**src/design/edf_pkg.sv**
```systemverilog
// Shared constants and types for the escaped frame deframer.
package edf_pkg;

  localparam int BUFFER_BYTES = 64;
  localparam int BUF_AW       = $clog2(BUFFER_BYTES);
  localparam int CNT_W        = $clog2(BUFFER_BYTES + 1);
  localparam int LIMIT_W      = 7;
  localparam int QUEUE_DEPTH  = 4;
  localparam int QPTR_W       = $clog2(QUEUE_DEPTH);
  localparam int QCNT_W       = $clog2(QUEUE_DEPTH + 1);

  localparam logic [LIMIT_W-1:0] LIMIT_RESET = LIMIT_W'(64);
  localparam logic [LIMIT_W-1:0] LIMIT_MAX   = LIMIT_W'(BUFFER_BYTES);

  localparam logic [7:0] CH_START = 8'h40;
  localparam logic [7:0] CH_END   = 8'h23;
  localparam logic [7:0] CH_ESC   = 8'h2A;
  localparam logic [7:0] CH_ZERO  = 8'h30;
  localparam logic [7:0] CH_ONE   = 8'h31;

  typedef enum logic [1:0] {
    Q_CMD,
    Q_STORE,
    Q_CLOSE
  } q_op_t;

  typedef struct packed {
    q_op_t      op;
    logic [7:0] data;
    logic       tail;
  } q_entry_t;

  typedef struct packed {
    logic     push;
    q_entry_t entry;
  } q_push_t;

  typedef struct packed {
    logic     empty;
    q_entry_t head;
  } q_head_t;

  typedef enum logic [1:0] {
    B_RUN,
    B_READ,
    B_SEND,
    B_EMPTY
  } back_state_t;

endpackage

```
**src/design/edf_rx_if.sv**
```systemverilog
// Received byte channel.
interface edf_rx_if;
  logic       valid;
  logic       ready;
  logic [7:0] in_byte;

  modport source (output valid, output in_byte, input ready);
  modport sink (input valid, input in_byte, output ready);
endinterface

```
**src/design/edf_res_if.sv**
```systemverilog
// Decoded result channel.
interface edf_res_if;
  logic       valid;
  logic       ready;
  logic [7:0] command;
  logic [7:0] data_byte;
  logic       has_data;
  logic       last;

  modport source (output valid, output command, output data_byte, output has_data,
                  output last, input ready);
  modport sink (input valid, input command, input data_byte, input has_data,
                input last, output ready);
endinterface

```
**src/design/edf_cfg_if.sv**
```systemverilog
// Configuration write channel for the raw byte limit.
interface edf_cfg_if;
  logic       valid;
  logic       ready;
  logic [6:0] raw_limit;

  modport source (output valid, output raw_limit, input ready);
  modport sink (input valid, input raw_limit, output ready);
endinterface

```
**src/design/edf_front.sv**
```systemverilog
// Front end: frame tracking, unescaping and classification of received bytes.
module edf_front (
  input  logic             clk,
  input  logic             rst,
  edf_rx_if.sink           rx,
  edf_cfg_if.sink          cfg,
  input  logic             q_full,
  output edf_pkg::q_push_t q_push
);
  import edf_pkg::*;

  logic               in_frame;
  logic               in_frame_next;
  logic [LIMIT_W-1:0] raw_count;
  logic [LIMIT_W-1:0] raw_count_next;
  logic               escape_pending;
  logic               escape_pending_next;
  logic [LIMIT_W-1:0] raw_limit;
  logic [LIMIT_W-1:0] limit_eff;
  logic               accept;

  assign cfg.ready = 1'b1;
  assign rx.ready  = !q_full;
  assign accept    = rx.valid && rx.ready;
  assign limit_eff = (raw_limit > LIMIT_MAX) ? LIMIT_MAX : raw_limit;

  always_ff @(posedge clk) begin
    if (rst) begin
      raw_limit <= LIMIT_RESET;
    end else if (cfg.valid) begin
      raw_limit <= cfg.raw_limit;
    end
  end

  always_comb begin
    q_push              = '0;
    q_push.entry.op     = Q_STORE;
    q_push.entry.data   = rx.in_byte;
    q_push.entry.tail   = 1'b0;
    in_frame_next       = in_frame;
    raw_count_next      = raw_count;
    escape_pending_next = escape_pending;
    if (accept) begin
      if (!in_frame) begin
        if (rx.in_byte == CH_START) begin
          in_frame_next = 1'b1;
        end
      end else if (rx.in_byte == CH_END) begin
        // close; a dangling escape becomes a trailing start character
        q_push.push         = (raw_count != '0);
        q_push.entry.op     = Q_CLOSE;
        q_push.entry.tail   = escape_pending;
        in_frame_next       = 1'b0;
        raw_count_next      = '0;
        escape_pending_next = 1'b0;
      end else if (raw_count >= limit_eff) begin
        // overflow: drop the frame
        in_frame_next       = 1'b0;
        raw_count_next      = '0;
        escape_pending_next = 1'b0;
      end else begin
        raw_count_next = raw_count + LIMIT_W'(1);
        if (raw_count == '0) begin
          q_push.push     = 1'b1;
          q_push.entry.op = Q_CMD;
        end else if (escape_pending) begin
          q_push.push         = 1'b1;
          escape_pending_next = 1'b0;
          case (rx.in_byte)
            CH_ZERO: q_push.entry.data = CH_ESC;
            CH_ONE:  q_push.entry.data = CH_END;
            default: q_push.entry.data = CH_START;
          endcase
        end else if (rx.in_byte == CH_ESC) begin
          escape_pending_next = 1'b1;
        end else begin
          q_push.push = 1'b1;
        end
      end
    end
  end

  always_ff @(posedge clk) begin
    if (rst) begin
      in_frame       <= 1'b0;
      raw_count      <= '0;
      escape_pending <= 1'b0;
    end else begin
      in_frame       <= in_frame_next;
      raw_count      <= raw_count_next;
      escape_pending <= escape_pending_next;
    end
  end

`ifndef SYNTHESIS
  a_idle_clear: assert property (@(posedge clk) disable iff (rst)
    !in_frame |-> (raw_count == '0) && !escape_pending)
    else $error("front state not cleared outside a frame");
`endif

endmodule

```
**src/design/edf_queue.sv**
```systemverilog
// Short queue of classified operations between front and back.
module edf_queue (
  input  logic             clk,
  input  logic             rst,
  input  edf_pkg::q_push_t q_push,
  output logic             q_full,
  input  logic             q_pop,
  output edf_pkg::q_head_t q_head
);
  import edf_pkg::*;

  q_entry_t            slots [QUEUE_DEPTH];
  logic [QPTR_W-1:0]   wr_ptr;
  logic [QPTR_W-1:0]   rd_ptr;
  logic [QCNT_W-1:0]   count;
  logic                do_push;
  logic                do_pop;

  assign q_full       = (count == QCNT_W'(QUEUE_DEPTH));
  assign q_head.empty = (count == '0);
  assign q_head.head  = slots[rd_ptr];
  assign do_push      = q_push.push && !q_full;
  assign do_pop       = q_pop && !q_head.empty;

  always_ff @(posedge clk) begin
    if (do_push) begin
      slots[wr_ptr] <= q_push.entry;
    end
  end

  always_ff @(posedge clk) begin
    if (rst) begin
      wr_ptr <= '0;
      rd_ptr <= '0;
      count  <= '0;
    end else begin
      if (do_push) begin
        wr_ptr <= (wr_ptr == QPTR_W'(QUEUE_DEPTH - 1)) ? '0 : wr_ptr + QPTR_W'(1);
      end
      if (do_pop) begin
        rd_ptr <= (rd_ptr == QPTR_W'(QUEUE_DEPTH - 1)) ? '0 : rd_ptr + QPTR_W'(1);
      end
      case ({do_push, do_pop})
        2'b10:   count <= count + QCNT_W'(1);
        2'b01:   count <= count - QCNT_W'(1);
        default: count <= count;
      endcase
    end
  end

`ifndef SYNTHESIS
  a_no_push_full: assert property (@(posedge clk) disable iff (rst)
    q_push.push |-> !q_full)
    else $error("push into a full queue");
  a_count_bound: assert property (@(posedge clk) disable iff (rst)
    count <= QCNT_W'(QUEUE_DEPTH))
    else $error("queue count beyond depth");
`endif

endmodule

```
**src/design/edf_back.sv**
```systemverilog
// Back end: payload store and emission of each completed frame's results.
module edf_back (
  input  logic             clk,
  input  logic             rst,
  input  edf_pkg::q_head_t q_head,
  output logic             q_pop,
  edf_res_if.source        res
);
  import edf_pkg::*;

  back_state_t      state;
  back_state_t      state_next;
  logic [7:0]       mem [BUFFER_BYTES];
  logic [CNT_W-1:0] wr_count;
  logic [CNT_W-1:0] rd_idx;
  logic [CNT_W-1:0] last_idx;
  logic [CNT_W-1:0] close_total;
  logic [7:0]       command_hold;
  logic [7:0]       rd_data;
  logic             mem_we;
  logic [7:0]       mem_wdata;
  logic             out_free;
  logic             load_data;
  logic             load_empty;
  logic             res_valid;
  logic [7:0]       res_command;
  logic [7:0]       res_data;
  logic             res_has;
  logic             res_last;

  assign out_free    = !res_valid || res.ready;
  assign close_total = wr_count + CNT_W'(q_head.head.tail);

  assign res.valid     = res_valid;
  assign res.command   = res_command;
  assign res.data_byte = res_data;
  assign res.has_data  = res_has;
  assign res.last      = res_last;

  always_comb begin
    state_next = state;
    unique case (state)
      B_RUN: begin
        if (!q_head.empty && q_head.head.op == Q_CLOSE) begin
          state_next = (close_total == '0) ? B_EMPTY : B_READ;
        end
      end
      B_READ:  state_next = B_SEND;
      B_SEND: begin
        if (out_free) begin
          state_next = (rd_idx == last_idx) ? B_RUN : B_READ;
        end
      end
      B_EMPTY: begin
        if (out_free) begin
          state_next = B_RUN;
        end
      end
      default: state_next = B_RUN;
    endcase
  end

  always_comb begin
    q_pop      = 1'b0;
    load_data  = 1'b0;
    load_empty = 1'b0;
    mem_we     = 1'b0;
    mem_wdata  = q_head.head.data;
    unique case (state)
      B_RUN: begin
        q_pop = !q_head.empty;
        if (q_head.head.op == Q_CLOSE) begin
          mem_we    = q_pop && q_head.head.tail;
          mem_wdata = CH_START;
        end else begin
          mem_we = q_pop && (q_head.head.op == Q_STORE);
        end
      end
      B_READ:  ;
      B_SEND:  load_data  = out_free;
      B_EMPTY: load_empty = out_free;
      default: ;
    endcase
  end

  always_ff @(posedge clk) begin
    if (mem_we) begin
      mem[wr_count[BUF_AW-1:0]] <= mem_wdata;
    end
    rd_data <= mem[rd_idx[BUF_AW-1:0]];
  end

  always_ff @(posedge clk) begin
    if (rst) begin
      state    <= B_RUN;
      wr_count <= '0;
      rd_idx   <= '0;
      last_idx <= '0;
    end else begin
      state <= state_next;
      if (q_pop) begin
        case (q_head.head.op)
          Q_CMD:   wr_count <= '0;
          Q_STORE: wr_count <= wr_count + CNT_W'(1);
          Q_CLOSE: begin
            rd_idx   <= '0;
            last_idx <= close_total - CNT_W'(1);
          end
          default: ;
        endcase
      end
      if (load_data) begin
        rd_idx <= rd_idx + CNT_W'(1);
      end
    end
  end

  always_ff @(posedge clk) begin
    if (q_pop && q_head.head.op == Q_CMD) begin
      command_hold <= q_head.head.data;
    end
  end

  always_ff @(posedge clk) begin
    if (rst) begin
      res_valid <= 1'b0;
    end else if (load_data || load_empty) begin
      res_valid <= 1'b1;
    end else if (res.ready) begin
      res_valid <= 1'b0;
    end
  end

  always_ff @(posedge clk) begin
    if (load_data) begin
      res_command <= command_hold;
      res_data    <= rd_data;
      res_has     <= 1'b1;
      res_last    <= (rd_idx == last_idx);
    end else if (load_empty) begin
      res_command <= command_hold;
      res_data    <= '0;
      res_has     <= 1'b0;
      res_last    <= 1'b1;
    end
  end

`ifndef SYNTHESIS
  a_rd_in_range: assert property (@(posedge clk) disable iff (rst)
    (state == B_SEND) |-> (rd_idx <= last_idx))
    else $error("payload read past end of frame");
  a_store_room: assert property (@(posedge clk) disable iff (rst)
    mem_we |-> (wr_count < CNT_W'(BUFFER_BYTES)))
    else $error("payload store overflow");
  a_pop_only_run: assert property (@(posedge clk) disable iff (rst)
    (load_data || load_empty) |-> !q_pop)
    else $error("queue popped while emitting");
`endif

endmodule

```
**src/design/escaped_frame_deframer.sv**
```systemverilog
// Top level of the escaped frame deframer.
// Receives one raw byte per transfer on rx, opens a frame on '@', takes the first byte
// as the command, unescapes the rest ('*0' -> '*', '*1' -> '#', '*x' -> '@') into a
// 64-byte payload store, and on '#' sends one result per decoded byte on res (or one
// no-data result for an empty payload), with last set on the final one. The front
// takes a byte every cycle as long as its 4-entry operation queue has room. Emission
// runs in the back: it dispatches the close, then for each result performs a registered
// payload read and then an output load, which an output stall holds back; meanwhile the
// queue absorbs the following bytes and rx.ready drops once it is full. cfg writes the
// raw byte limit (reset 64, values above 64 act as 64) and is always ready; write it
// only while idle.
module escaped_frame_deframer (
  input  logic      clk,
  input  logic      rst,
  edf_rx_if.sink    rx,
  edf_res_if.source res,
  edf_cfg_if.sink   cfg
);
  import edf_pkg::*;

  q_push_t q_push;
  q_head_t q_head;
  logic    q_full;
  logic    q_pop;

  edf_front u_front (
    .clk    (clk),
    .rst    (rst),
    .rx     (rx),
    .cfg    (cfg),
    .q_full (q_full),
    .q_push (q_push)
  );

  edf_queue u_queue (
    .clk    (clk),
    .rst    (rst),
    .q_push (q_push),
    .q_full (q_full),
    .q_pop  (q_pop),
    .q_head (q_head)
  );

  edf_back u_back (
    .clk    (clk),
    .rst    (rst),
    .q_head (q_head),
    .q_pop  (q_pop),
    .res    (res)
  );

endmodule

```
**src/flat_wrapper.sv**
```systemverilog
// flat-port wrapper written by rule: the top's interface ports become plain ports
module escaped_frame_deframer_flat import edf_pkg::*;
  (clk, rst, rx_valid, rx_in_byte, rx_ready, res_valid, res_command, res_data_byte, res_has_data, res_last, res_ready, cfg_valid, cfg_raw_limit, cfg_ready);
  edf_rx_if rx_i ();
  edf_res_if res_i ();
  edf_cfg_if cfg_i ();
  input  logic clk;
  input  logic rst;
  input wire logic [$bits(rx_i.valid)-1:0] rx_valid;
  input wire logic [$bits(rx_i.in_byte)-1:0] rx_in_byte;
  output wire logic [$bits(rx_i.ready)-1:0] rx_ready;
  output wire logic [$bits(res_i.valid)-1:0] res_valid;
  output wire logic [$bits(res_i.command)-1:0] res_command;
  output wire logic [$bits(res_i.data_byte)-1:0] res_data_byte;
  output wire logic [$bits(res_i.has_data)-1:0] res_has_data;
  output wire logic [$bits(res_i.last)-1:0] res_last;
  input wire logic [$bits(res_i.ready)-1:0] res_ready;
  input wire logic [$bits(cfg_i.valid)-1:0] cfg_valid;
  input wire logic [$bits(cfg_i.raw_limit)-1:0] cfg_raw_limit;
  output wire logic [$bits(cfg_i.ready)-1:0] cfg_ready;
  assign rx_i.valid = rx_valid;
  assign rx_i.in_byte = rx_in_byte;
  assign rx_ready = rx_i.ready;
  assign res_valid = res_i.valid;
  assign res_command = res_i.command;
  assign res_data_byte = res_i.data_byte;
  assign res_has_data = res_i.has_data;
  assign res_last = res_i.last;
  assign res_i.ready = res_ready;
  assign cfg_i.valid = cfg_valid;
  assign cfg_i.raw_limit = cfg_raw_limit;
  assign cfg_ready = cfg_i.ready;
  escaped_frame_deframer u_core (.clk(clk), .rst(rst), .rx(rx_i), .res(res_i), .cfg(cfg_i));
endmodule
```
**config.mk**
```make
export PLATFORM = sky130hd
export DESIGN_NAME = escaped_frame_deframer_flat
export DESIGN_NICKNAME = d
export VERILOG_FILES = /design/src/design/edf_pkg.sv /design/src/design/edf_rx_if.sv /design/src/design/edf_res_if.sv /design/src/design/edf_cfg_if.sv /design/src/design/edf_front.sv /design/src/design/edf_queue.sv /design/src/design/edf_back.sv /design/src/design/escaped_frame_deframer.sv /design/src/flat_wrapper.sv
export SDC_FILE = /design/constraint.sdc
export NUM_CORES = 1
export LEC_CHECK = 0
export ABC_AREA = 1
export BUFFER_PORTS_ARGS = -buffer_cell sky130_fd_sc_hd__buf_2
export CORE_ASPECT_RATIO = 1.4
export CORE_MARGIN = 3
export CORE_UTILIZATION = 60
export CTS_CLUSTER_SIZE = 30
export DETAILED_ROUTE_END_ITERATION = 12
export GPL_TIMING_DRIVEN = 0
export PLACE_DENSITY = 0.76
export SYNTH_ARGS = -nofsm -noshare
export SYNTH_HDL_FRONTEND = slang
export SYNTH_SLANG_ARGS = --single-unit
```
**constraint.sdc**
```tcl
create_clock -name clk -period 4.28 [get_ports clk]
set_clock_uncertainty 0.2 [all_clocks]
set_input_delay 0.642 -clock clk [delete_from_list [all_inputs] [get_ports clk]]
set_output_delay 0.642 -clock clk [all_outputs]
set_load 0.01 [all_outputs]
```
# Word level (Yosys, flattened, before mapping)
# Memory sizes are Yosys's and may differ from the RTL's. A register that Yosys moved wholly into a read port is not among the register bits.
# Index checks and enable logic that the tools add are counted.
dict set report classes {
  addsub 9
  order_cmp 2
  eq_ne 20
  n_mux 59
  reduce_logical 30
}
# op count
set ops {}
lappend ops {{$mux W8} 9}
lappend ops {{$mux W7} 6}
lappend ops {{$eq A8 B6 Y1 const B} 4}
lappend ops {{$mux W1} 28}
lappend ops {{$pmux W7 S2} 2}
lappend ops {{$mux W12} 2}
lappend ops {{$add A7 B1 Y7 const B} 3}
lappend ops {{$mux W2} 8}
lappend ops {{$logic_not A7 Y1} 2}
lappend ops {{$eq A2 B2 Y1 const B} 6}
lappend ops {{$reduce_bool A2 Y1} 6}
lappend ops {{$mux W11} 1}
lappend ops {{$eq A8 B7 Y1 const B} 1}
lappend ops {{$pmux W2 S4} 1}
lappend ops {{$reduce_and A2 Y1} 4}
lappend ops {{$add A7 B1 Y7} 1}
lappend ops {{$eq A7 B7 Y1} 1}
lappend ops {{$ge A7 B7 Y1} 1}
lappend ops {{$gt A7 B7 Y1 const B} 1}
lappend ops {{$logic_and A1 B1 Y1} 7}
lappend ops {{$reduce_bool A7 Y1} 1}
lappend ops {{$sub A7 B1 Y7 const B} 1}
lappend ops {{$eq A2 B1 Y1 const B} 3}
lappend ops {{$ne A2 B2 Y1 const B} 3}
lappend ops {{12 further kinds} 18}
dict set report totals {
  ff_bits 73
  ramBits 556
  in_bits 20
  elab_cells 139
  memories 2
}
# memory words width read_ports rd_clocked_by_memory_dff write_ports line_no
set memory_table {}
lappend memory_table {u_core.u_back.mem 64 8 1 1 1 edf_back.sv:13} ;# logic [7:0] mem [BUFFER_BYTES];
lappend memory_table {u_core.u_queue.slots 4 11 1 1 1 edf_queue.sv:12} ;# q_entry_t slots [QUEUE_DEPTH];

# Depth between registers and ports, before layout
# Gate-level depths: netlist of run 1.
dict set report logic_depth {
  depth_word 11
  ltp_mapped 20
}

# Hierarchy
# A second synthesis of run 1 with hierarchy kept.
dict set report unflattened {
  cells_unflattened 2463
  hier_area_um2 26774.4
}
# module instances cells_each area_per_inst_um2 seq_area_each_um2
set modules_own_cells {}
lappend modules_own_cells {edf_back 1 2085 23291.1 16786.1}
lappend modules_own_cells {edf_queue 1 179 2175.8 1501.4}
lappend modules_own_cells {edf_front 1 199 1307.5 320.3}

# Worst setup path after synthesis of run 1
# OpenSTA, ideal clock, no wires.
dict set report synth_path {
  path_kind {reg2reg}
  startpoint {register u_core.u_front.raw_limit[2]}
  endpoint {memory u_core.u_queue.slots[0][0] in the netlist's numbering (enable)}
  setup_ns 0.378
  arrival_time_ns 2.391
  required_time_ns 3.702
  slack_ns 1.311
  path_stages_with_launch 13
  n_path_buf 0
  period_less_slack_ns 2.969
  cell_sequence {dfxtp_1 nor4_1 nand2_1 nand2_1 nand2_1 ha_1 nand2_1 inv_1 a21oi_1 nand3_1 o21bai_1 nand2_1 nor2_1}
}
dict set report synth_via {
  elab_chain_len 10
}
# item line_no
set synth_lines {}
lappend synth_lines {{start, declared} edf_front.sv:18} ;# logic [LIMIT_W-1:0] raw_limit;
lappend synth_lines {{start signal, assigned} edf_front.sv:31} ;# raw_limit <= cfg.raw_limit;
lappend synth_lines {{$gt A7 B7 Y1} edf_front.sv:25} ;# assign limit_eff = (raw_limit > LIMIT_MAX) ? LIMIT_MAX : raw_limit;
lappend synth_lines {{$mux W7 (*)} edf_front.sv:25}
lappend synth_lines {{$ge A7 B7 Y1 (*)} edf_front.sv:56} ;# end else if (raw_count >= limit_eff) begin
lappend synth_lines {{$mux W11 (*)} edf_front.sv:56}
lappend synth_lines {{$mux W3 (*)} edf_front.sv:48} ;# end else if (rx.in_byte == CH_END) begin
lappend synth_lines {{$mux W12 (*)} edf_front.sv:44} ;# if (!in_frame) begin
lappend synth_lines {{$mux W12 (*)} edf_front.sv:43} ;# if (accept) begin
lappend synth_lines {{$logic_and A1 B1 Y1 (*)} edf_queue.sv:22} ;# assign do_push = q_push.push && !q_full;
lappend synth_lines {{$mux W1 (*)} edf_queue.sv:26} ;# if (do_push) begin
lappend synth_lines {{$mux W1 (implied by the code) (*)} edf_queue.sv:27} ;# slots[wr_ptr] <= q_push.entry;
lappend synth_lines {{end, declared} edf_queue.sv:12}
# Mark *: on every way between the ends. The rest lies on a longest branch, timed or not.

# Worst setup path after layout of run 1
dict set report layout_path {
  startpoint {register u_core.u_front.raw_limit[2]}
  endpoint {memory u_core.u_queue.slots[1][6] in the netlist's numbering (enable)}
}
# Same word-level chain as after synthesis.

==> key figures, run 1 <==
Finish
  • Commonest non-fill, non-tap cell in the layout: nand2_1
  • Diode count: 0
  • Area Overhead vs Synth: 11.3%
  • Layout cells sized above 1: 0.0901
  • Non-filler cells in the finished layout: 3,128
  • Commonest cells after routing, fill and taps aside: nand2_1 (771), edfxtp_1 (581), nand3_1 (465)
  • Layout net count: 2,575

Placement
  • Inst Count DP: ~3,000
  • RePlAce Congestion: 0.930
  • Port-buffer cells: 39
  • DP HPWL: 48,500 µm
  • Pre-CTS setup slack: 0.514 ns

Power
  • PwrDens: between 600 and 700 nW/µm²
  • Total leakage power: 11.0 nW
  • Max VDD drop: 0.487 mV

GRT
  • Initial antenna violation count: 0
  • Gr usage total: 0.300
  • First-pass GRT wire length: around 100,000 µm
  • Overflow after GRT: 0
  • Largest net degree at the start of global routing: 49
  • Vias in the first global route: around 18,000

Floorplan
  • Die area: 46,900 µm²
  • Ports: 41
  • Die width: 184 µm
  • Core Footprint: 43,500 µm²
  • Rows: 90
  • Starting Density: 0.611
  • Die H: around 250 µm

STA
  • Final Hold Fails: 0
  • Setup TNS: 0 ns
  • Tcrit/Tclk final: 0.876
  • Final setup fails: 0
  • Smallest setup slack after layout: 0.531 ns
  • RSZ-0062 raised after global routing: no
  • Worst slew pin tran: 1.08 ns
  • Pins Over Slew Limit: 0
  • Max Freq: 267 MHz
  • Max transition margin: 0.279
  • Crit path time final: 3.75 ns

Critical path
  • CP peak stage delay: between 0.8 and 0.9 ns
  • CP Data Required Time: 4.29 ns
  • CP cell instances: nor4_1 -> nand2_1 -> nand2_1 -> nand2_1 -> ha_1 -> nand2_1 -> inv_1 -> a21oi_1 -> nand3_1 -> o21bai_1 -> nand2_1 -> nor2_1
  • Slowest CP cell: nor2_1
  • CP Launch Type: register
  • CP Max Fanout: 11
  • CP Class: reg -> reg
  • Critical path arrival: 3.76 ns
  • Most used cell, CP: nand2_1
  • Crit path capture type: register

Clock tree
  • CTS Buffer Depth: 3
  • Clock Latency Late Sink: around 0.60 ns
  • CTS tree: done
  • Hold_buf cts: 0
  • Clk slew on worst S/H paths: roughly 0.07 ns
  • Resized cells post-CTS: 0
  • CTS H-tree depth: 2
  • Root Buffer: clkbuf_16
  • Post-CTS Setup Inserts: 0
  • Clk sinks: approximately 640
  • CTS buffer count: 55

Drt
  • Iter 0 DRT Violations: just over 2,000
  • # DRC: 0
  • Via density: 6.00
  • Final antenna-violating net count: 0
  • Vias: 18,800
  • Final WL: 70,500 µm
  • M1 WL: 24,400 µm
  • WL per Instance: 22.5 µm
  • Met2 WL: 35,200 µm
  • Drt first pass iters: 6
  • WL met3: 5890 µm
  • Top routing layer in use: met4

Logic synthesis
  • Post-synthesis cell type count: 42
  • Synthesized area per cell: 10.9 µm²
  • Post-Syn Instances: 2,428
  • Sequential share of the synthesized area: 0.701
  • Ys Warns: 0
  • FF+latch count, synth: 639
  • Synthesized Nets: 2,470
  • Synthesized cell area: about 27,000 µm²

Run
  • Max-cap violations: 0

Hold path
  • Hold Crit Class: in -> reg

Outcome
  • Outcome: finished clean
cells in the mapped netlist (all sizes together):
cell type / n / area share
a32oi: 1 / 0.00033
and2: 2 / 0.00047
clkbuf: 44 / 0.0062
edfxtp: 581 / 0.66
inv: 94 / 0.013
or2: 2 / 0.00047
xor2: 3 / 0.00099
nor2: 156 / 0.022
nand4: 6 / 0.0014
fa: 1 / 0.00075
a211oi: 1 / 0.00028
nor4: 2 / 0.00047
nor3b: 4 / 0.0011
nor3: 9 / 0.0019
o21a: 1 / 0.00028
nand2: 783 / 0.11
o22ai: 10 / 0.0024
a21oi: 32 / 0.0060
dfxtp: 58 / 0.044
o21ai: 45 / 0.0085
xnor2: 10 / 0.0033
o211a: 1 / 0.00038
ha: 21 / 0.0099
buf: 82 / 0.015
o21bai: 1 / 0.00028
a21boi: 1 / 0.00028
nand3: 468 / 0.089
a31oi: 2 / 0.00047
nand3b: 1 / 0.00028
conb: 1 / 0.00014
o211ai: 2 / 0.00057
clkinv: 3 / 0.00042
registers in the layout (all words and copies together) (netlist names), 7 cells and up, named ones only:
| name | flops |
|---|---|
| u_core.u_front.raw_limit | 7 |
| u_core.u_back.wr_count | 7 |
| u_core.u_back.command_hold | 8 |
| u_core.u_back.last_idx | 7 |
| u_core.u_back.res.data_byte | 8 |
| u_core.u_back.res.command | 8 |
| u_core.u_back.rd_data | 8 |
| u_core.u_back.rd_idx | 7 |
| u_core.u_back.mem | 512 |
| u_core.u_queue.slots | 44 |
| u_core.u_front.raw_count | 7 |
stage by stage:
stage | cell area, µm² | total power, W | utilization | hold WS [ns]
6_report | 29600 | 0.0185 | 0.680 | 0.0680
5_1_grt | 29600 | 0.0191 | 0.680 | 0.0921
4_1_cts | 29600 | 0.0184 | 0.680 | 0.0564
3_5_place_dp | 27600 | 0.0132 | 0.636 | 0.207
3_3_place_gp | 27400 | 0.0129 | 0.631 | 0.203
2_1_floorplan | 26600 | 0.0111 | - | 0.200
power by group:
part           leakage [nW]  internal [W]  total [W]  switching, W
combinational          4.32       0.00110    0.00478       0.00368
clock                 0.929       0.00315    0.00533       0.00218
sequential             5.75       0.00827    0.00835     0.0000892
per-layer routing:
metal  track usage  vias to the layer above
met5             0                        -
met4         0.189                        0
met3        0.0492                      251
met2         0.521                     1043
met1         0.349                     8882
li1              -                     8582
critical path: cells and delay by family, from the launching register on:
| kind | cells | cell delay, ns |
|---|---|---|
| AOI/OAI and AO/OA | 2 | 0.61 |
| adders and majority gates | 1 | 0.27 |
| and+or+nand+nor | 8 | 1.89 |
| buffers and inverters | 1 | 0.04 |
| DFF | 1 | 0.33 |
kinds of logic (layout without fill, tap and decap cells):
family                   after synthesis  in the layout  synth area share
buffers and inverters                223            371            0.0349
AND/OR/NAND/NOR                     1433           1433             0.230
AO/OA/AOI/OAI                         97             97            0.0197
XOR/XNOR                              13             13           0.00429
flip-flops                           639            639             0.701
adder cells (fa/ha/maj)               22             22            0.0106
other                                  1              1          0.000141
layout make-up:
type                    instances  area (µm²)
fillers                      3164       13900
well taps                     552         691
clock inverters                32         472
inverters                      97         364
repair buffers                 48         370
clock buffers                  68        1470
multi-input cells            1566        7030
flip-flops and latches        639       18600
plain buffers                 126         563
path summary, 6_finish.rpt:
kind / start / to / slack (ns) / cells after the start
max: u_core.u_front.raw_limit[2] / u_core.u_queue.slots[1][6] / 0.53 / 12
max reg2reg: u_core.u_front.raw_limit[2] / u_core.u_queue.slots[1][6] / 0.53 / 12
min reg2reg: u_core.u_back.command_hold[5] / u_core.u_back.res.command[5] / 0.22 / 0
min: cfg_raw_limit[1] / u_core.u_front.raw_limit[1] / 0.07 / 3
No activity file was read; power rests on OpenSTA's default activity.
==> run 2: changes to the inputs <==
Settings changed: CELL_PAD_IN_SITES_DETAIL_PLACEMENT set to 0, CELL_PAD_IN_SITES_GLOBAL_PLACEMENT set to 1, CORE_UTILIZATION 60 to 51, PLACE_DENSITY 0.76 to not set, PLACE_DENSITY_LB_ADDON set to 0.1.
==> run 2 against run 1 <==
  * Via count decreased by 3.0%
  * Register-to-register slack gained 0.05 ns
  * Critical path depth unchanged
  * Combinational power about the same
  * Worst setup slack gained 0.048 ns
==> key figures, run 2 (synthesis results as in run 1) <==
Outcome
  • Outcome: finished clean

Placement
  • RePlAce Congestion: 0.900 (-3.3%)
  • Inst Count DP: 3,126 (+3.2%)
  • Port-buffer cells: 39 (unchanged)
  • Pre-CTS setup slack: 0.446 ns (-0.0679 ns)
  • DP HPWL: 52,000 µm (+7.2%)

Critical path
  • Slowest CP cell: nor2_1
  • Critical path arrival: 3.74 ns (-0.02 ns)
  • CP Class: reg -> reg
  • Most used cell, CP: nand2_1
  • CP peak stage delay: 0.85 ns (+0.03 ns)
  • Crit path capture type: register
  • CP Max Fanout: 11 (unchanged)
  • CP Data Required Time: 4.31 ns (+0.02 ns)
  • CP cell instances: nor4_1 -> nand2_1 -> nand2_1 -> nand2_1 -> ha_1 -> nand2_1 -> nand2_1 -> a21oi_1 -> nand3_1 -> o21bai_1 -> nand2_1 -> nor2_1
  • CP Launch Type: register

Power
  • Sw Ratio: 0.325 (+0.00266)
  • PwrDens: 630 nW/µm² (+0.75%)
  • Max VDD drop: 0.405 mV (-17%)
  • Clock share of power: 0.298 (+0.009)
  • Logic pwr share: 0.256 (-0.003)
  • Switching pwr: 0.00610 W (+2.5%)
  • Internal power: 0.0127 W (+1.2%)
  • Sequential power share: 0.445 (-0.007)
  • Total leakage power: 11.1 nW (+0.76%)

Finish
  • Largest register FFs: 512 (unchanged)
  • Final core utilization: 0.582 (-0.0984)
  • Layout cells sized above 1: 0.0936 (+0.00352)
  • Layout net count: 2,578 (+0.12%)
  • Non-filler cells in the finished layout: 3,236 (+3.5%)
  • Commonest cells after routing, fill and taps aside: nand2_1 (771), edfxtp_1 (581), nand3_1 (465)
  • Area Overhead vs Synth: 12.3%
  • Commonest non-fill, non-tap cell in the layout: nand2_1
  • Diode count: 0 (unchanged)

STA
  • Worst slew pin tran: 1.07 ns (-0.0127 ns)
  • Tcrit/Tclk final: 0.865 (-0.0113)
  • Max Freq: 270 MHz (+1.3%)
  • RSZ-0062 raised after global routing: no
  • Crit path time final: 3.70 ns (-0.0485 ns)
  • Pins Over Slew Limit: 0 (unchanged)
  • Smallest setup slack after layout: 0.579 ns (+0.0485 ns)
  • Final setup fails: 0 (unchanged)
  • Setup TNS: 0 ns (unchanged)
  • WHS: 0.0547 ns (-0.0133 ns)
  • Max transition margin: 0.285 (+0.00580)
  • Final Hold Fails: 0 (unchanged)

Clock tree
  • Hold_buf cts: 0 (unchanged)
  • CTS H-tree depth: 2 (unchanged)
  • CTS tree: done
  • CTS buffer count: 58 (+5.5%)
  • CTS Buffer Depth: 3 (unchanged)
  • Clk sinks: 639 (unchanged)
  • Clk slew on worst S/H paths: 0.06 ns (about the same)
  • Clock Latency Late Sink: 0.62 ns (+0.02 ns)
  • Resized cells post-CTS: 0 (unchanged)
  • Root Buffer: clkbuf_16
  • Post-CTS Setup Inserts: 0 (unchanged)

Run
  • Max-cap violations: 0 (unchanged)

GRT
  • Vias in the first global route: 17,700 (-3.4%)
  • Largest net degree at the start of global routing: 53 (+8.2%)
  • Initial antenna violation count: 0 (unchanged)
  • Overflow after GRT: 0 (unchanged)
  • First-pass GRT wire length: 109,000 µm (+4.2%)
  • Gr usage total: 0.269 (-0.0309)

Hold path
  • Hold Crit Class: in -> reg

Floorplan
  • Rows: 98 (+8.9%)
  • Die H: 276 µm (+8.3%)
  • Die area: 54,900 µm² (+17%)
  • Core Footprint: 51,300 µm² (+18%)
  • Starting Density: 0.518 (-0.0928)
  • Die width: 199 µm (+8.2%)
  • Ports: 41 (unchanged)

Drt
  • WL per Instance: 22.9 µm (+1.5%)
  • # DRC: 0 (unchanged)
  • Drt first pass iters: 7 (+1)
  • Iter 0 DRT Violations: 1,462 (-29%)
  • Final antenna-violating net count: 0 (unchanged)
  • Final WL: 74,000 µm (+5.0%)
  • Vias: 18,200 (-3.0%)
  • Via density: 5.63 (-6.2%)
-- run 2: power by group through the flow --
stage / Combinational [W] / Sequential, W / Clock (W)
after floorplan: 0.00255 / 0.00853 / 0
after global placement: 0.00441 / 0.00867 / 0
after detailed placement: 0.00484 / 0.00848 / 0
after CTS: 0.00484 / 0.00835 / 0.00566
after global routing: 0.00525 / 0.00837 / 0.00589
final: 0.00481 / 0.00835 / 0.00560
-- run 2: per-stage QoR --
stage | instance area (µm²) | total power [W]
2_1_floorplan | 26600 | 0.0111
3_3_place_gp | 27600 | 0.0131
3_5_place_dp | 27700 | 0.0133
4_1_cts | 29800 | 0.0188
5_1_grt | 29800 | 0.0195
6_report | 29800 | 0.0188
-- run 2: critical path, delay by kind of cell (launching register included) --
family / cells / cell delay [ns]
simple gates: 9 / 1.92
compound gates: 2 / 0.60
flops: 1 / 0.33
fa+ha+maj: 1 / 0.29
-- run 2: final timing paths --
| check | startpoint | to | slack, ns | cells past startpoint |
|---|---|---|---|---|
| max reg2reg | u_core.u_front.raw_limit[2] | u_core.u_queue.slots[3][2] | 0.58 | 12 |
| min | cfg_raw_limit[6] | u_core.u_front.raw_limit[6] | 0.05 | 3 |
| min reg2reg | u_core.u_back.command_hold[5] | u_core.u_back.res.command[5] | 0.22 | 0 |
| max | u_core.u_front.raw_limit[2] | u_core.u_queue.slots[3][2] | 0.58 | 12 |
-- run 2: cell type report --
type	count	area [µm²]
clock inverter	39	485
buffer	126	563
inverter	97	364
tap	650	813
fill	4316	21400
clock buffer	71	1580
multi-input combinational	1566	7030
timing repair buffer	48	370
sequential	639	18600
-- run 2: routing by layer --
| layer | vias up | global-route usage | part of all wire |
|---|---|---|---|
| met5 | - | 0 | 0 |
| met4 | 0 | 0.104 | 0.041 |
| met3 | 153 | 0.0356 | 0.058 |
| met2 | 639 | 0.482 | 0.53 |
| met1 | 8813 | 0.328 | 0.38 |
| li1 | 8599 | - | - |
==> run 3: changes to the inputs <==
Settings changed: ABC_AREA 1 to not set, CORE_UTILIZATION 51 to 54.
==> run 3 against run 2 <==
  * Sequential power fell by 18%
  * Cell count down 30%
  * Clock power decreased by 9.1%
  * First-iteration DRC count fell by 7.8%
  * Global-route usage fell by 2.0 points
  * Die area shrank 8.5%
  * Worst setup slack better by 0.016 ns
  * Critical path depth decreased by 6
  * Sequential cell count did not move
  * Non-clock buffer count fell by 48
  * Critical endpoint is now u_core.u_back.mem[40][0]
  * Largest power group unchanged
==> key figures, run 3 <==
Finish
  • Layout cells sized above 1: 0.206 (+0.112)
  • Non-filler cells in the finished layout: 2,252 (-30%)
  • Commonest non-fill, non-tap cell in the layout: edfxtp_1
  • Area Overhead vs Synth: 11.7%
  • Final core utilization: 0.616 (+0.0344)
  • Largest register FFs: 512 (unchanged)
  • Layout net count: 1,628 (-37%)
  • Diode count: 0 (unchanged)
  • Commonest cells after routing, fill and taps aside: edfxtp_1 (581), nor2_1 (111), mux4_2 (97)

Placement
  • Inst Count DP: 2,143 (-31%)
  • Port-buffer cells: 38 (-2.6%)
  • DP HPWL: 43,600 µm (-16%)
  • RePlAce Congestion: 0.889 (-1.2%)
  • Pre-CTS setup slack: 0.539 ns (+0.0934 ns)

Logic synthesis
  • Synthesized area per cell: 17.4 µm² (+59%)
  • Synthesized Nets: 1,522 (-38%)
  • Most frequent cell after synthesis: edfxtp_1
  • Post-synthesis cell type count: 68 (+62%)
  • Number of synthesized flops with an enable pin: 581 (unchanged)
  • FF+latch count, synth: 639 (unchanged)
  • Sequential share of the synthesized area: 0.725 (+0.0240)
  • Synthesized cell area: 25,700 µm² (-3.3%)
  • Post-Syn Instances: 1,480 (-39%)
  • Post-synth top flop: edfxtp_1
  • Area leader, netlist: edfxtp_1
  • Synth top area share: 0.679 (+0.0225)
  • Commonest cells in the netlist: edfxtp_1 (581), nor2_1 (111), mux4_2 (97)
  • Ys Warns: 0 (unchanged)
  • Area contributors post-synth: edfxtp_1 (68%), mux4_2 (8.5%), dfxtp_1 (4.5%)
  • Async SR Flop Fraction: 0 (unchanged)

Clock tree
  • Root Buffer: clkbuf_16
  • CTS H-tree depth: 2 (unchanged)
  • Clock Latency Late Sink: 0.60 ns (-0.02 ns)
  • Hold_buf cts: 0 (unchanged)
  • CTS Buffer Depth: 3 (unchanged)
  • Clk slew on worst S/H paths: 0.06 ns (about the same)
  • CTS buffer count: 58 (unchanged)
  • Clk sinks: 639 (unchanged)
  • CTS tree: done
  • Post-CTS Setup Inserts: 0 (unchanged)
  • Resized cells post-CTS: 0 (unchanged)

STA
  • Crit path time final: 3.68 ns (-0.0165 ns)
  • Worst slew pin tran: 1.10 ns (+0.0325 ns)
  • Pins Over Slew Limit: 0 (unchanged)
  • RSZ-0062 raised after global routing: no
  • Smallest setup slack after layout: 0.596 ns (+0.0165 ns)
  • Max Freq: 271 MHz (+0.45%)
  • Final Hold Fails: 0 (unchanged)
  • Setup TNS: 0 ns (unchanged)
  • Tcrit/Tclk final: 0.861 (-0.00385)
  • Final setup fails: 0 (unchanged)
  • Max transition margin: 0.256 (-0.0286)

Drt
  • Via density: 6.08 (+8.1%)
  • # DRC: 0 (unchanged)
  • Iter 0 DRT Violations: 1,348 (-7.8%)
  • Vias: 13,700 (-25%)
  • Final WL: 61,600 µm (-17%)
  • Drt first pass iters: 5 (-2)
  • WL per Instance: 27.4 µm (+20%)
  • Final antenna-violating net count: 0 (unchanged)

Critical path
  • CP Max Fanout: 10 (-1)
  • CP Class: reg -> reg
  • Slowest CP cell: nor2_1
  • CP peak stage delay: 0.81 ns (-0.04 ns)
  • Critical path arrival: 3.69 ns (-0.05 ns)
  • CP cell instances: buf_6 -> mux4_2 -> nand2b_1 -> a21oi_4 -> nand3b_2 -> nor2_1
  • Crit path capture type: register
  • CP Data Required Time: 4.29 ns (-0.02 ns)
  • CP Launch Type: register

Outcome
  • Outcome: finished clean

GRT
  • Largest net degree at the start of global routing: 45 (-15%)
  • Initial antenna violation count: 0 (unchanged)
  • First-pass GRT wire length: 91,400 µm (-16%)
  • Vias in the first global route: 14,100 (-20%)
  • Gr usage total: 0.248 (-0.0205)
  • Overflow after GRT: 0 (unchanged)

Floorplan
  • Starting Density: 0.552 (+0.0335)
  • Rows: 93 (-5.1%)
  • Ports: 41 (unchanged)
  • Die width: 190 µm (-4.3%)
  • Die area: 50,200 µm² (-8.5%)
  • Core Footprint: 46,500 µm² (-9.2%)
  • Die H: 264 µm (-4.3%)

Power
  • Total leakage power: 9.16 nW (-17%)
  • Max VDD drop: 0.282 mV (-30%)
  • PwrDens: 427 nW/µm² (-32%)
  • Pwr Total: 0.0122 W (-35%)

Hold path
  • Hold Crit Class: in -> reg

Run
  • Max-cap violations: 0 (unchanged)
## run 3: logic make-up after synthesis
family                     synth area share
other                              0.000146
DFF                                   0.725
and+or+nand+nor                      0.0661
buffers and inverters                0.0163
xor gates and xnor gates            0.00921
adders and majority gates            0.0110
AOI/OAI and AO/OA                    0.0423
muxes                                 0.130
## run 3: worst max-delay path: cells and delay by family (launching register included)
| kind | cells | cell delay, ns |
|---|---|---|
| AND/OR/NAND/NOR | 3 | 1.49 |
| multiplexers | 1 | 0.59 |
| AO/OA/AOI/OAI | 1 | 0.45 |
| flip-flops | 1 | 0.36 |
| buffers and inverters | 1 | 0.20 |
## run 3: path summary, 6_finish.rpt
path                                 start                            to  slack, ns  cells past startpoint
max reg2reg                       register      u_core.u_back.mem[40][0]       0.60                      6
min                       cfg_raw_limit[6]   u_core.u_front.raw_limit[6]       0.08                      3
max                               register      u_core.u_back.mem[40][0]       0.60                      6
min reg2reg  u_core.u_back.command_hold[1]  u_core.u_back.res.command[1]       0.22                      0
## run 3: layer usage
layer / GRT usage / up-vias / routed length, µm
li1: - / 6083 / -
met1: 0.295 / 7058 / 22300
met2: 0.467 / 445 / 34300
met3: 0.0315 / 107 / 3140
met4: 0.0780 / 0 / 1880
met5: 0 / - / 0
## run 3: metrics by stage
step                hold slack (ns)  cell area [µm²]
floorplan                     0.200            25700
global route                 0.0797            28700
detailed placement            0.205            26800
global placement              0.204            26600
finish                       0.0813            28700
CTS                          0.0584            28700
## run 3: power by group
part | switching (W) | leakage [nW] | internal [W]
clock | 0.00222 | 0.915 | 0.00287
sequential | 0.0000122 | 5.71 | 0.00685
combinational | 0.000205 | 2.53 | 0.0000779
## run 3: area by class of cell
cell class / count / area (µm²)
plain buffers: 80 / 347
clock inverters: 43 / 355
flip-flops and latches: 639 / 18600
multi-input cells: 742 / 6660
inverters: 19 / 71.3
repair buffers: 46 / 358
clock buffers: 66 / 1500
fillers: 3453 / 17900
well taps: 617 / 772
